File: config.mk
export PLATFORM = sky130hd
export DESIGN_NAME = fan_curve_hysteresis_controller
export DESIGN_NICKNAME = d
export VERILOG_FILES = /design/src/rtl/core/fchc_pkg.sv /design/src/rtl/core/fchc_seq.sv /design/src/rtl/core/fchc_dp.sv /design/src/rtl/core/fan_curve_hysteresis_controller.sv
export SDC_FILE = /design/constraint.sdc
export NUM_CORES = 1
export LEC_CHECK = 0
export BUFFER_PORTS_ARGS = -buffer_cell sky130_fd_sc_hd__buf_4
export CAP_MARGIN = 20
export CORE_UTILIZATION = 40
export DETAILED_ROUTE_END_ITERATION = 10
export GPL_ROUTABILITY_DRIVEN = 1
export PLACE_DENSITY = 0.58
export RECOVER_POWER = 25
export SLEW_MARGIN = 10
export SYNTH_ARGS = -nofsm -noshare
export SYNTH_HDL_FRONTEND = slang
export SYNTH_SLANG_ARGS = --single-unit
File: constraint.sdc
create_clock -name i_clk -period 19.5 [get_ports i_clk]
set_input_delay 1.95 -clock i_clk [delete_from_list [all_inputs] [get_ports i_clk]]
set_output_delay 1.95 -clock i_clk [all_outputs]
set_load 0.1 [all_outputs]
File: src/rtl/core/fchc_pkg.sv
// shared types, constants and helpers for the fan curve controller
`timescale 1ns / 1ps
`default_nettype none

package fchc_pkg;

    localparam int TEMP_W     = 12;
    localparam int DUTY_W     = 8;
    localparam int RUN_W      = 16;
    localparam int TIME_W     = 32;
    localparam int PCT_W      = 7;

    localparam int CFG_ADDR_W = 3;
    localparam int CFG_DATA_W = 16;
    localparam int S_DATA_W   = 56;
    localparam int M_DATA_W   = 16;

    // interpolation datapath widths
    localparam int SPAN_W     = TEMP_W + 1;
    localparam int DIFF_W     = DUTY_W;
    localparam int PROD_W     = SPAN_W + DIFF_W;
    localparam int X_W        = PROD_W + 2;
    localparam int DIV_BITS   = 20;
    localparam int CNT_W      = $clog2(DIV_BITS + 1);
    localparam int QS_W       = 10;

    localparam int OP_W       = 3;
    localparam int COND_W     = 3;
    localparam int STEP_W     = 3;
    localparam int DSEL_W     = 3;

    // register indexes
    localparam logic [CFG_ADDR_W-1:0] REG_OFF_TEMP      = 3'd0;
    localparam logic [CFG_ADDR_W-1:0] REG_ON_TEMP       = 3'd1;
    localparam logic [CFG_ADDR_W-1:0] REG_FULL_TEMP     = 3'd2;
    localparam logic [CFG_ADDR_W-1:0] REG_THROTTLE_TEMP = 3'd3;
    localparam logic [CFG_ADDR_W-1:0] REG_FLOOR_DUTY    = 3'd4;
    localparam logic [CFG_ADDR_W-1:0] REG_CEILING_DUTY  = 3'd5;
    localparam logic [CFG_ADDR_W-1:0] REG_MIN_RUN_MS    = 3'd6;

    localparam logic signed [TEMP_W-1:0] OFF_TEMP_RST      = 12'sd400;
    localparam logic signed [TEMP_W-1:0] ON_TEMP_RST       = 12'sd450;
    localparam logic signed [TEMP_W-1:0] FULL_TEMP_RST     = 12'sd800;
    localparam logic signed [TEMP_W-1:0] THROTTLE_TEMP_RST = 12'sd900;
    localparam logic [DUTY_W-1:0]        FLOOR_DUTY_RST    = 8'd20;
    localparam logic [DUTY_W-1:0]        CEILING_DUTY_RST  = 8'd100;
    localparam logic [RUN_W-1:0]         MIN_RUN_MS_RST    = 16'd30000;

    localparam logic [PCT_W-1:0] PCT_MAX = 7'd100;

    // datapath operations
    localparam logic [OP_W-1:0] OP_LOAD  = 3'd0;
    localparam logic [OP_W-1:0] OP_MAX   = 3'd1;
    localparam logic [OP_W-1:0] OP_STATE = 3'd2;
    localparam logic [OP_W-1:0] OP_MUL   = 3'd3;
    localparam logic [OP_W-1:0] OP_DIV   = 3'd4;
    localparam logic [OP_W-1:0] OP_FIN   = 3'd5;
    localparam logic [OP_W-1:0] OP_PUSH  = 3'd6;
    localparam logic [OP_W-1:0] OP_NOP   = 3'd7;

    // jump conditions
    localparam logic [COND_W-1:0] COND_NEVER    = 3'd0;
    localparam logic [COND_W-1:0] COND_ALWAYS   = 3'd1;
    localparam logic [COND_W-1:0] COND_NO_REQ   = 3'd2;
    localparam logic [COND_W-1:0] COND_SKIP_DIV = 3'd3;
    localparam logic [COND_W-1:0] COND_DIV_MORE = 3'd4;
    localparam logic [COND_W-1:0] COND_OUT_FREE = 3'd5;

    // duty source picked by the hysteresis step
    localparam logic [DSEL_W-1:0] DSEL_ZERO  = 3'd0;
    localparam logic [DSEL_W-1:0] DSEL_LO    = 3'd1;
    localparam logic [DSEL_W-1:0] DSEL_HI    = 3'd2;
    localparam logic [DSEL_W-1:0] DSEL_CURVE = 3'd3;
    localparam logic [DSEL_W-1:0] DSEL_FAULT = 3'd4;

    typedef struct packed {
        logic [OP_W-1:0]   op;
        logic [COND_W-1:0] cond;
        logic [STEP_W-1:0] target;
    } t_uword;

    typedef struct packed {
        logic skip_div;
        logic div_more;
    } t_dp_stat;

    typedef struct packed {
        logic     req;
        t_dp_stat dp;
        logic     out_free;
    } t_seq_stat;

    typedef struct packed {
        logic signed [TEMP_W-1:0] off_temp;
        logic signed [TEMP_W-1:0] on_temp;
        logic signed [TEMP_W-1:0] full_temp;
        logic signed [TEMP_W-1:0] throttle_temp;
        logic [DUTY_W-1:0]        floor_duty;
        logic [DUTY_W-1:0]        ceiling_duty;
        logic [RUN_W-1:0]         min_run_ms;
    } t_cfg;

    typedef struct packed {
        logic [PCT_W-1:0] fan_duty;
        logic             fan_running;
        logic             data_fault;
        logic             throttle_warn;
    } t_result;

    function automatic logic [PCT_W-1:0] pct_limit(input logic [DUTY_W-1:0] v);
        logic [PCT_W-1:0] r;
        r = (v > {1'b0, PCT_MAX}) ? PCT_MAX : v[PCT_W-1:0];
        return r;
    endfunction

endpackage

`default_nettype wire

File: src/rtl/core/fchc_seq.sv
// microcode sequencer: program table, step counter and jump logic
`timescale 1ns / 1ps
`default_nettype none

module fchc_seq (
    input  logic                     i_clk,
    input  logic                     i_rst_n,
    input  fchc_pkg::t_seq_stat      i_stat,
    output logic [fchc_pkg::OP_W-1:0] o_op
);
    import fchc_pkg::*;

    localparam logic [STEP_W-1:0] STEP_IDLE  = 3'd0;
    localparam logic [STEP_W-1:0] STEP_MAX   = 3'd1;
    localparam logic [STEP_W-1:0] STEP_STATE = 3'd2;
    localparam logic [STEP_W-1:0] STEP_MUL   = 3'd3;
    localparam logic [STEP_W-1:0] STEP_DIV   = 3'd4;
    localparam logic [STEP_W-1:0] STEP_FIN   = 3'd5;
    localparam logic [STEP_W-1:0] STEP_PUSH  = 3'd6;
    localparam logic [STEP_W-1:0] STEP_WAIT  = 3'd7;

    localparam t_uword PROG [0:(1<<STEP_W)-1] = '{
        '{OP_LOAD,  COND_NO_REQ,   STEP_IDLE},
        '{OP_MAX,   COND_NEVER,    STEP_IDLE},
        '{OP_STATE, COND_SKIP_DIV, STEP_FIN},
        '{OP_MUL,   COND_NEVER,    STEP_IDLE},
        '{OP_DIV,   COND_DIV_MORE, STEP_DIV},
        '{OP_FIN,   COND_NEVER,    STEP_IDLE},
        '{OP_PUSH,  COND_OUT_FREE, STEP_IDLE},
        '{OP_NOP,   COND_ALWAYS,   STEP_PUSH}
    };

    logic [STEP_W-1:0] r_step;
    logic [STEP_W-1:0] n_step;
    t_uword            uword;
    logic              jump;

    assign uword = PROG[r_step];
    assign o_op  = uword.op;

    always_comb begin
        unique case (uword.cond)
            COND_NEVER:    jump = 1'b0;
            COND_ALWAYS:   jump = 1'b1;
            COND_NO_REQ:   jump = !i_stat.req;
            COND_SKIP_DIV: jump = i_stat.dp.skip_div;
            COND_DIV_MORE: jump = i_stat.dp.div_more;
            COND_OUT_FREE: jump = i_stat.out_free;
            default:       jump = 1'b0;
        endcase
        n_step = jump ? uword.target : r_step + STEP_W'(1);
    end

    always_ff @(posedge i_clk) begin
        if (!i_rst_n) begin
            r_step <= STEP_IDLE;
        end else begin
            r_step <= n_step;
        end
    end

endmodule

`default_nettype wire

File: src/rtl/core/fchc_dp.sv
// datapath: hysteresis state, curve multiply, restoring divider and duty select
`timescale 1ns / 1ps
`default_nettype none

module fchc_dp (
    input  logic                                 i_clk,
    input  logic                                 i_rst_n,
    input  logic [fchc_pkg::OP_W-1:0]            i_op,
    input  logic                                 i_load,
    input  fchc_pkg::t_cfg                       i_cfg,
    input  logic signed [fchc_pkg::TEMP_W-1:0]   i_skin_temp,
    input  logic signed [fchc_pkg::TEMP_W-1:0]   i_plate_temp,
    input  logic                                 i_temps_ok,
    input  logic [fchc_pkg::TIME_W-1:0]          i_now_ms,
    output fchc_pkg::t_dp_stat                   o_stat,
    output fchc_pkg::t_result                    o_result
);
    import fchc_pkg::*;

    // request payload
    logic signed [TEMP_W-1:0] r_skin, n_skin;
    logic signed [TEMP_W-1:0] r_plate, n_plate;
    logic                     r_ok, n_ok;
    logic [TIME_W-1:0]        r_now, n_now;
    logic signed [TEMP_W-1:0] r_c, n_c;

    // controller state
    logic                     r_fan_on, n_fan_on;
    logic [TIME_W-1:0]        r_start, n_start;
    logic                     r_hold, n_hold;

    // per-request working registers
    logic [DSEL_W-1:0]        r_dsel, n_dsel;
    logic                     r_warn, n_warn;
    logic                     r_fault, n_fault;
    logic signed [SPAN_W-1:0] r_d, n_d;
    logic signed [SPAN_W-1:0] r_span, n_span;
    logic                     r_neg, n_neg;
    logic [DIV_BITS-1:0]      r_quo, n_quo;
    logic [SPAN_W-1:0]        r_rem, n_rem;
    logic [SPAN_W-1:0]        r_dvs, n_dvs;
    logic [CNT_W-1:0]         r_cnt, n_cnt;
    logic [PCT_W-1:0]         r_duty, n_duty;

    logic signed [TEMP_W-1:0] off_t, on_t, full_t, thr_t;
    logic [PCT_W-1:0]         lo, hi;
    logic [TIME_W-1:0]        elapsed;
    logic                     held;
    logic                     st_fan;
    logic [TIME_W-1:0]        st_start;
    logic                     st_hold;
    logic [DSEL_W-1:0]        st_dsel;
    logic signed [DIFF_W-1:0] diff_hl;
    logic signed [PROD_W-1:0] prod;
    logic signed [X_W-1:0]    x_num;
    logic [X_W-1:0]           x_mag;
    logic [SPAN_W:0]          trial;
    logic                     ge;
    logic [SPAN_W:0]          trial_sub;
    logic signed [QS_W-1:0]   qv, sq, q, lo_s, hi_s;
    logic [PCT_W-1:0]         curve_duty;

    assign off_t  = i_cfg.off_temp;
    assign on_t   = i_cfg.on_temp;
    assign full_t = i_cfg.full_temp;
    assign thr_t  = i_cfg.throttle_temp;
    assign lo     = pct_limit(i_cfg.floor_duty);
    assign hi     = pct_limit(i_cfg.ceiling_duty);

    // hysteresis with minimum run time, elapsed time wraps mod 2^32
    always_comb begin
        elapsed  = r_now - r_start;
        held     = r_hold && (elapsed < {{(TIME_W-RUN_W){1'b0}}, i_cfg.min_run_ms});
        st_fan   = r_fan_on;
        st_start = r_start;
        st_hold  = r_hold;
        if (!r_fan_on) begin
            if (r_c >= on_t) begin
                st_fan   = 1'b1;
                st_start = r_now;
                st_hold  = 1'b1;
            end
        end else begin
            if (r_c <= off_t && !held) begin
                st_fan = 1'b0;
            end
            if (!held) begin
                st_hold = 1'b0;
            end
        end
        priority if (!r_ok) begin
            st_dsel = DSEL_FAULT;
        end else if (!st_fan) begin
            st_dsel = DSEL_ZERO;
        end else if (full_t <= on_t) begin
            st_dsel = DSEL_HI;
        end else if (r_c <= on_t) begin
            st_dsel = DSEL_LO;
        end else if (r_c >= full_t) begin
            st_dsel = DSEL_HI;
        end else begin
            st_dsel = DSEL_CURVE;
        end
    end

    // numerator 2*(c-on)*(hi-lo) + span over 2*span, the rounded quotient of (c-on)*(hi-lo)/span
    assign diff_hl = $signed({1'b0, hi}) - $signed({1'b0, lo});
    assign prod    = PROD_W'(r_d) * PROD_W'(diff_hl);
    assign x_num   = (X_W'(prod) <<< 1) + X_W'(r_span);
    assign x_mag   = x_num[X_W-1] ? X_W'(-x_num) : X_W'(x_num);

    assign trial     = {r_rem, r_quo[DIV_BITS-1]};
    assign ge        = trial >= {1'b0, r_dvs};
    assign trial_sub = trial - {1'b0, r_dvs};

    // signed quotient is within +-100, low byte is enough
    always_comb begin
        qv   = {{(QS_W-DUTY_W){1'b0}}, r_quo[DUTY_W-1:0]};
        sq   = r_neg ? -qv : qv;
        lo_s = $signed({{(QS_W-PCT_W){1'b0}}, lo});
        hi_s = $signed({{(QS_W-PCT_W){1'b0}}, hi});
        q    = lo_s + sq;
        priority if (q < lo_s) begin
            curve_duty = lo;
        end else if (q > hi_s) begin
            curve_duty = hi;
        end else begin
            curve_duty = q[PCT_W-1:0];
        end
    end

    always_comb begin
        n_skin   = r_skin;
        n_plate  = r_plate;
        n_ok     = r_ok;
        n_now    = r_now;
        n_c      = r_c;
        n_fan_on = r_fan_on;
        n_start  = r_start;
        n_hold   = r_hold;
        n_dsel   = r_dsel;
        n_warn   = r_warn;
        n_fault  = r_fault;
        n_d      = r_d;
        n_span   = r_span;
        n_neg    = r_neg;
        n_quo    = r_quo;
        n_rem    = r_rem;
        n_dvs    = r_dvs;
        n_cnt    = r_cnt;
        n_duty   = r_duty;
        unique case (i_op)
            OP_LOAD: begin
                if (i_load) begin
                    n_skin  = i_skin_temp;
                    n_plate = i_plate_temp;
                    n_ok    = i_temps_ok;
                    n_now   = i_now_ms;
                end
            end
            OP_MAX: begin
                n_c = (r_skin >= r_plate) ? r_skin : r_plate;
            end
            OP_STATE: begin
                // invalid data leaves the state alone
                if (r_ok) begin
                    n_fan_on = st_fan;
                    n_start  = st_start;
                    n_hold   = st_hold;
                end
                n_dsel  = st_dsel;
                n_warn  = r_ok && (r_c >= thr_t);
                n_fault = !r_ok;
                n_d     = $signed({r_c[TEMP_W-1], r_c}) - $signed({on_t[TEMP_W-1], on_t});
                n_span  = $signed({full_t[TEMP_W-1], full_t})
                          - $signed({on_t[TEMP_W-1], on_t});
            end
            OP_MUL: begin
                n_neg = x_num[X_W-1];
                n_quo = x_mag[DIV_BITS-1:0];
                n_rem = '0;
                n_dvs = {r_span[SPAN_W-2:0], 1'b0};
                n_cnt = CNT_W'(DIV_BITS);
            end
            OP_DIV: begin
                n_rem = ge ? trial_sub[SPAN_W-1:0] : trial[SPAN_W-1:0];
                n_quo = {r_quo[DIV_BITS-2:0], ge};
                n_cnt = r_cnt - CNT_W'(1);
            end
            OP_FIN: begin
                unique case (r_dsel)
                    DSEL_ZERO:  n_duty = '0;
                    DSEL_LO:    n_duty = lo;
                    DSEL_HI:    n_duty = hi;
                    DSEL_CURVE: n_duty = curve_duty;
                    DSEL_FAULT: n_duty = PCT_MAX;
                    default:    n_duty = '0;
                endcase
            end
            OP_PUSH: begin
            end
            OP_NOP: begin
            end
        endcase
    end

    always_ff @(posedge i_clk) begin
        if (!i_rst_n) begin
            r_fan_on <= 1'b0;
            r_start  <= '0;
            r_hold   <= 1'b0;
            r_cnt    <= '0;
        end else begin
            r_fan_on <= n_fan_on;
            r_start  <= n_start;
            r_hold   <= n_hold;
            r_cnt    <= n_cnt;
        end
    end

    always_ff @(posedge i_clk) begin
        r_skin  <= n_skin;
        r_plate <= n_plate;
        r_ok    <= n_ok;
        r_now   <= n_now;
        r_c     <= n_c;
        r_dsel  <= n_dsel;
        r_warn  <= n_warn;
        r_fault <= n_fault;
        r_d     <= n_d;
        r_span  <= n_span;
        r_neg   <= n_neg;
        r_quo   <= n_quo;
        r_rem   <= n_rem;
        r_dvs   <= n_dvs;
        r_duty  <= n_duty;
    end

    assign o_stat.skip_div = (st_dsel != DSEL_CURVE);
    assign o_stat.div_more = (r_cnt != CNT_W'(1));

    assign o_result.fan_duty      = r_duty;
    assign o_result.fan_running   = r_fault || r_fan_on;
    assign o_result.data_fault    = r_fault;
    assign o_result.throttle_warn = r_warn;

endmodule

`default_nettype wire

File: src/rtl/core/fan_curve_hysteresis_controller.sv
// the divide steps run only on the interpolation path, other results go straight to duty select
// one request at a time: the next is accepted after the result is pushed, which waits on output stall
// the interpolation time is set by the 20-step restoring divider, one quotient bit per cycle
// the output register lets a new request be accepted while the last result waits
// synchronous active-low reset: config registers to their defaults, fan stopped, no hold, start time 0
`timescale 1ns / 1ps
`default_nettype none

module fan_curve_hysteresis_controller (
    input  logic                                 i_clk,
    input  logic                                 i_rst_n,
    input  logic                                 i_s_tvalid,
    output logic                                 o_s_tready,
    // skin_temp[11:0], plate_temp[23:12], now_ms[55:24]
    input  logic [fchc_pkg::S_DATA_W-1:0]        i_s_tdata,
    // temps_ok[0]
    input  logic                                 i_s_tuser,
    output logic                                 o_m_tvalid,
    input  logic                                 i_m_tready,
    // fan_duty[6:0], fan_running[7], throttle_warn[8], zeros above
    output logic [fchc_pkg::M_DATA_W-1:0]        o_m_tdata,
    // data_fault[0]
    output logic                                 o_m_tuser,
    input  logic                                 i_cfg_valid,
    output logic                                 o_cfg_ready,
    input  logic [fchc_pkg::CFG_ADDR_W-1:0]      i_cfg_addr,
    input  logic [fchc_pkg::CFG_DATA_W-1:0]      i_cfg_data
);
    import fchc_pkg::*;

    t_cfg             r_cfg;
    logic             r_out_valid;
    t_result          r_out;
    logic [OP_W-1:0]  op;
    t_dp_stat         dp_stat;
    t_seq_stat        seq_stat;
    t_result          result;
    logic             accept;
    logic             out_free;
    logic             push;

    assign o_cfg_ready = 1'b1;

    always_ff @(posedge i_clk) begin
        if (!i_rst_n) begin
            r_cfg.off_temp      <= OFF_TEMP_RST;
            r_cfg.on_temp       <= ON_TEMP_RST;
            r_cfg.full_temp     <= FULL_TEMP_RST;
            r_cfg.throttle_temp <= THROTTLE_TEMP_RST;
            r_cfg.floor_duty    <= FLOOR_DUTY_RST;
            r_cfg.ceiling_duty  <= CEILING_DUTY_RST;
            r_cfg.min_run_ms    <= MIN_RUN_MS_RST;
        end else if (i_cfg_valid && o_cfg_ready) begin
            unique case (i_cfg_addr)
                REG_OFF_TEMP:      r_cfg.off_temp      <= i_cfg_data[TEMP_W-1:0];
                REG_ON_TEMP:       r_cfg.on_temp       <= i_cfg_data[TEMP_W-1:0];
                REG_FULL_TEMP:     r_cfg.full_temp     <= i_cfg_data[TEMP_W-1:0];
                REG_THROTTLE_TEMP: r_cfg.throttle_temp <= i_cfg_data[TEMP_W-1:0];
                REG_FLOOR_DUTY:    r_cfg.floor_duty    <= i_cfg_data[DUTY_W-1:0];
                REG_CEILING_DUTY:  r_cfg.ceiling_duty  <= i_cfg_data[DUTY_W-1:0];
                REG_MIN_RUN_MS:    r_cfg.min_run_ms    <= i_cfg_data[RUN_W-1:0];
                default: begin
                end
            endcase
        end
    end

    assign o_s_tready = (op == OP_LOAD);
    assign accept     = i_s_tvalid && o_s_tready;
    assign out_free   = !r_out_valid || i_m_tready;
    assign push       = (op == OP_PUSH) && out_free;

    assign seq_stat.req      = i_s_tvalid;
    assign seq_stat.dp       = dp_stat;
    assign seq_stat.out_free = out_free;

    fchc_seq u_seq (
        .i_clk   (i_clk),
        .i_rst_n (i_rst_n),
        .i_stat  (seq_stat),
        .o_op    (op)
    );

    fchc_dp u_dp (
        .i_clk        (i_clk),
        .i_rst_n      (i_rst_n),
        .i_op         (op),
        .i_load       (accept),
        .i_cfg        (r_cfg),
        .i_skin_temp  (i_s_tdata[TEMP_W-1:0]),
        .i_plate_temp (i_s_tdata[2*TEMP_W-1:TEMP_W]),
        .i_temps_ok   (i_s_tuser),
        .i_now_ms     (i_s_tdata[2*TEMP_W+TIME_W-1:2*TEMP_W]),
        .o_stat       (dp_stat),
        .o_result     (result)
    );

    always_ff @(posedge i_clk) begin
        if (!i_rst_n) begin
            r_out_valid <= 1'b0;
        end else if (push) begin
            r_out_valid <= 1'b1;
        end else if (i_m_tready) begin
            r_out_valid <= 1'b0;
        end
    end

    always_ff @(posedge i_clk) begin
        if (push) begin
            r_out <= result;
        end
    end

    assign o_m_tvalid = r_out_valid;
    assign o_m_tdata  = {{(M_DATA_W-PCT_W-2){1'b0}}, r_out.throttle_warn,
                         r_out.fan_running, r_out.fan_duty};
    assign o_m_tuser  = r_out.data_fault;

    // one request in flight: no acceptance right after another
    a_single_request: assert property (@(posedge i_clk) disable iff (!i_rst_n)
        (i_s_tvalid && o_s_tready) |=> !o_s_tready)
        else $error("request accepted while previous one still in work");

    a_fault_result: assert property (@(posedge i_clk) disable iff (!i_rst_n)
        (o_m_tvalid && o_m_tuser) |->
            (o_m_tdata[PCT_W-1:0] == PCT_MAX && o_m_tdata[PCT_W] && !o_m_tdata[PCT_W+1]))
        else $error("fault result does not force full duty");

    a_stopped_zero: assert property (@(posedge i_clk) disable iff (!i_rst_n)
        (o_m_tvalid && !o_m_tdata[PCT_W]) |-> (o_m_tdata[PCT_W-1:0] == '0))
        else $error("stopped fan with nonzero duty");

    a_duty_range: assert property (@(posedge i_clk) disable iff (!i_rst_n)
        o_m_tvalid |-> (o_m_tdata[PCT_W-1:0] <= PCT_MAX))
        else $error("duty above 100 percent");

    a_push_free: assert property (@(posedge i_clk) disable iff (!i_rst_n)
        push |-> (!r_out_valid || i_m_tready))
        else $error("result overwritten before it was taken");

endmodule

`default_nettype wire
==> results.yml <==
status:
  outcome: "finished with violations"
  violations: "capacitance limit, slew limit"
detailed_routing:
  drt_iter0_markers: 1014
  dr_total_vias: 17300
  via_per_inst: 5.20
  ant_nets: 0
  drtPass1Iterations: 5
  wl_per_cell_um: 16.2
  routed_wl_um: 53900
  drc: 0
clocking:
  clock_sinks: 285
  insertion_delay_ns: 0.57
  cts_hold_buf: 0
  cts_buffers: 37
  clockBufferDepth: 3
  post_cts_resized: 0
  cts_max_level: 2
  cts_tree: "done"
  clkTransAtPathRegs_ns: 0.06
  ctsRootBufferMaster: "clkbuf_16"
  cts_setup_buffers: 0
place:
  hpwl_um: 42200
  port_buffers: 92
  gp_congestion: 0.871
cells_and_area:
  mostFrequentLayoutCells: "inv_1, nand2_1, ha_1, nor2_1, edfxtp_1"
  nNetsFinal: 2939
  num_antenna_cells: 0
  finish.utilization_pct: 45.5
  syn2layout_area_growth_pct: 12.3
  drive_above_1_share_pct: 8.39
  layout_commonest_cell: "inv_1"
run:
  max-cap-violations: 1
worst_setup_path:
  critPathKind: "reg -> reg"
  rr_startpoint: "r_cfg[18]"
  cp_common_cell: "inv_1"
  crit_fanout: 16
  crit_path_end_kind: "register"
  crit_arrival_ns: 10.36
  crit_slowest_cell: "xnor2_1"
  reg2reg_slack_ns: 9.43
  ff2ff_path_depth: 35
  slowest_delay_ns: 0.82
  crit_required_ns: 19.79
  reg2reg_to: "u_dp.r_quo[9]"
  start_kind: "register"
timing:
  fmax_mhz: 99.3
  fin_crit_sh_pct: 51.6
  slew_viol_final: 35
  fin_crit_ns: 10.07
  setup-violations-final: 0
  tightest_slew_ns: 2.06
  tns_ns: 0
  fin_worst_skew_ns: 0.0300
  rsz0062_at_grt: "no"
  slew_headroom_pct: -37.1
  finalHoldViolations: 0
power_and_ir_drop:
  leakagePower_nw: 10.4
  power_density_nw_per_um2: 136
  pwr-share-comb_pct: 55.0
  finalPower_mw: 3.40
  power.switching_mw: 1.42
  ir_drop_mv: 0.108
  clkPwrFrac_pct: 20.8
  switching_share_pct: 41.7
  power_frac_seq_pct: 24.2
  intPower_mw: 1.98
die:
  core-area_sq_um: 55000
  io-pin-count: 101
  die-area_sq_um: 56600
  fp.dieW_um: 238
  dieHeight_um: 238
  num_rows: 86
  start_util_pct: 40.5
logic_synthesis:
  synth-warning-count: 0
  async_flop_share_pct: 0
  yosys_register_bits: 285
  synth_cells: 2463
  syn_avg_cell_area_sq_um: 9.04
  seq_area_frac_synth_pct: 32.9
  synthFlopType: "edfxtp_1"
  synth.distinct_cells: 85
  synth_edf_count: 162
  synth_area_sq_um: 22300
min_path:
  hold_class: "reg -> reg"
  holdCritStartpoint: "u_dp.r_duty[3]"
  whs_endpoint: "o_m_tdata[3]"
  holdPathStages: 0
global_route:
  antenna_found_initial: 1
  grt_pass1_vias: 17400
  grt.total_usage_pct: 19.4
  overflow: 0
  grt_pass1_wl_um: 88500
  grt_start_max_net_pins: 75
## through the flow
step                setup WS (ns)  cell area (sq um)  cells  hold slack [ns]
floorplan                   10.78              22300   2469            0.400
global route                 8.55              25000   3321            0.440
global placement             9.57              23700   3251            0.413
detailed placement           9.37              23700   3252            0.405
CTS                          9.36              25000   3320            0.419
finish                       9.43              25000   3321            0.420
## cell usage after synthesis (all sizes together), types with 18 or more instances
library cell / number / area share [%]
a31oi: 18 / 0.51
edfxtp: 162 / 22
nor2b: 95 / 2.7
nor2: 164 / 2.8
a21o: 48 / 1.6
o211ai: 30 / 1.0
xnor2: 60 / 2.4
mux2i: 19 / 0.85
clkbuf: 63 / 1.1
dfxtp: 123 / 11
nand2b: 26 / 0.73
nand3: 43 / 0.97
a21boi: 69 / 2.3
fa: 93 / 8.4
and2: 55 / 1.5
o21a: 22 / 0.74
o21ai: 96 / 2.2
inv: 307 / 5.2
nand2: 276 / 4.7
a21oi: 141 / 3.2
ha: 221 / 12
nand4: 21 / 0.59
nor3: 31 / 0.75
xor2: 38 / 1.5
## final cells by class
type                            instances  area (sq um)
Clock inverter                         22           295
Clock buffer                           46           970
Timing Repair Buffer                  109           818
Fill cell                            5302         30000
Sequential cell                       285          7330
Multi-Input combinational cell       1804         13500
Inverter                              307          1150
Tap cell                              748           936
## how the worst max path moves through the flow
stage                     cells after the start  startpoint  slack, ns             end
after global placement                       36   r_cfg[18]       9.57  u_dp.r_quo[11]
after floorplan                              38   r_cfg[18]      10.78  u_dp.r_quo[16]
after global routing                         35   r_cfg[18]       8.55   u_dp.r_quo[9]
after CTS                                    35   r_cfg[18]       9.36   u_dp.r_quo[9]
after detailed placement                     35   r_cfg[18]       9.37   u_dp.r_quo[9]
final                                        35   r_cfg[18]       9.43   u_dp.r_quo[9]
## sequential cells by signal (all words and copies together) (netlist names), 13 cells and up
signal / flops
u_dp.r_quo: 20
u_dp.r_start: 32
u_dp.r_now: 32
u_dp.r_d: 13
u_dp.r_span: 13
r_cfg: 80
u_dp.r_rem: 13
## worst max-delay path: cells and delay by family (launching register included)
family	cells	cell delay [ns]
adders and majority gates	9	3.87
AOI/OAI and AO/OA	14	3.28
xor gates and xnor gates	3	1.13
and+or+nand+nor	3	0.60
buffers and inverters	6	0.58
DFF	1	0.34
## logic make-up (layout without fill, tap and decap cells)
kind of cell,Yosys count,in the layout,synth area share (%)
multiplexers,35,35,1.66
other,2,8,0.0337
flip-flops,285,285,32.9
buffers and inverters,380,484,6.59
XOR/XNOR,100,100,4.06
adder cells (fa/ha/maj),319,319,21.0
AND/OR/NAND/NOR,787,787,17.1
AO/OA/AOI/OAI,555,555,16.6
## power groups by stage
stage / Clock (mW) / Sequential [mW] / Combinational, mW
after floorplan: 0 / 0.811 / 1.48
after global routing: 0.750 / 0.830 / 2.12
after global placement: 0 / 0.833 / 1.82
after CTS: 0.727 / 0.824 / 1.87
final: 0.707 / 0.823 / 1.87
after detailed placement: 0 / 0.836 / 1.86
## metal layers
layer  share of wire, %  GRT usage, %
met2                 46          32.8
met4                2.9          6.96
met1                 47          25.2
met3                3.9          2.66
met5                  0             0
Power figures use the tool's default switching activity.
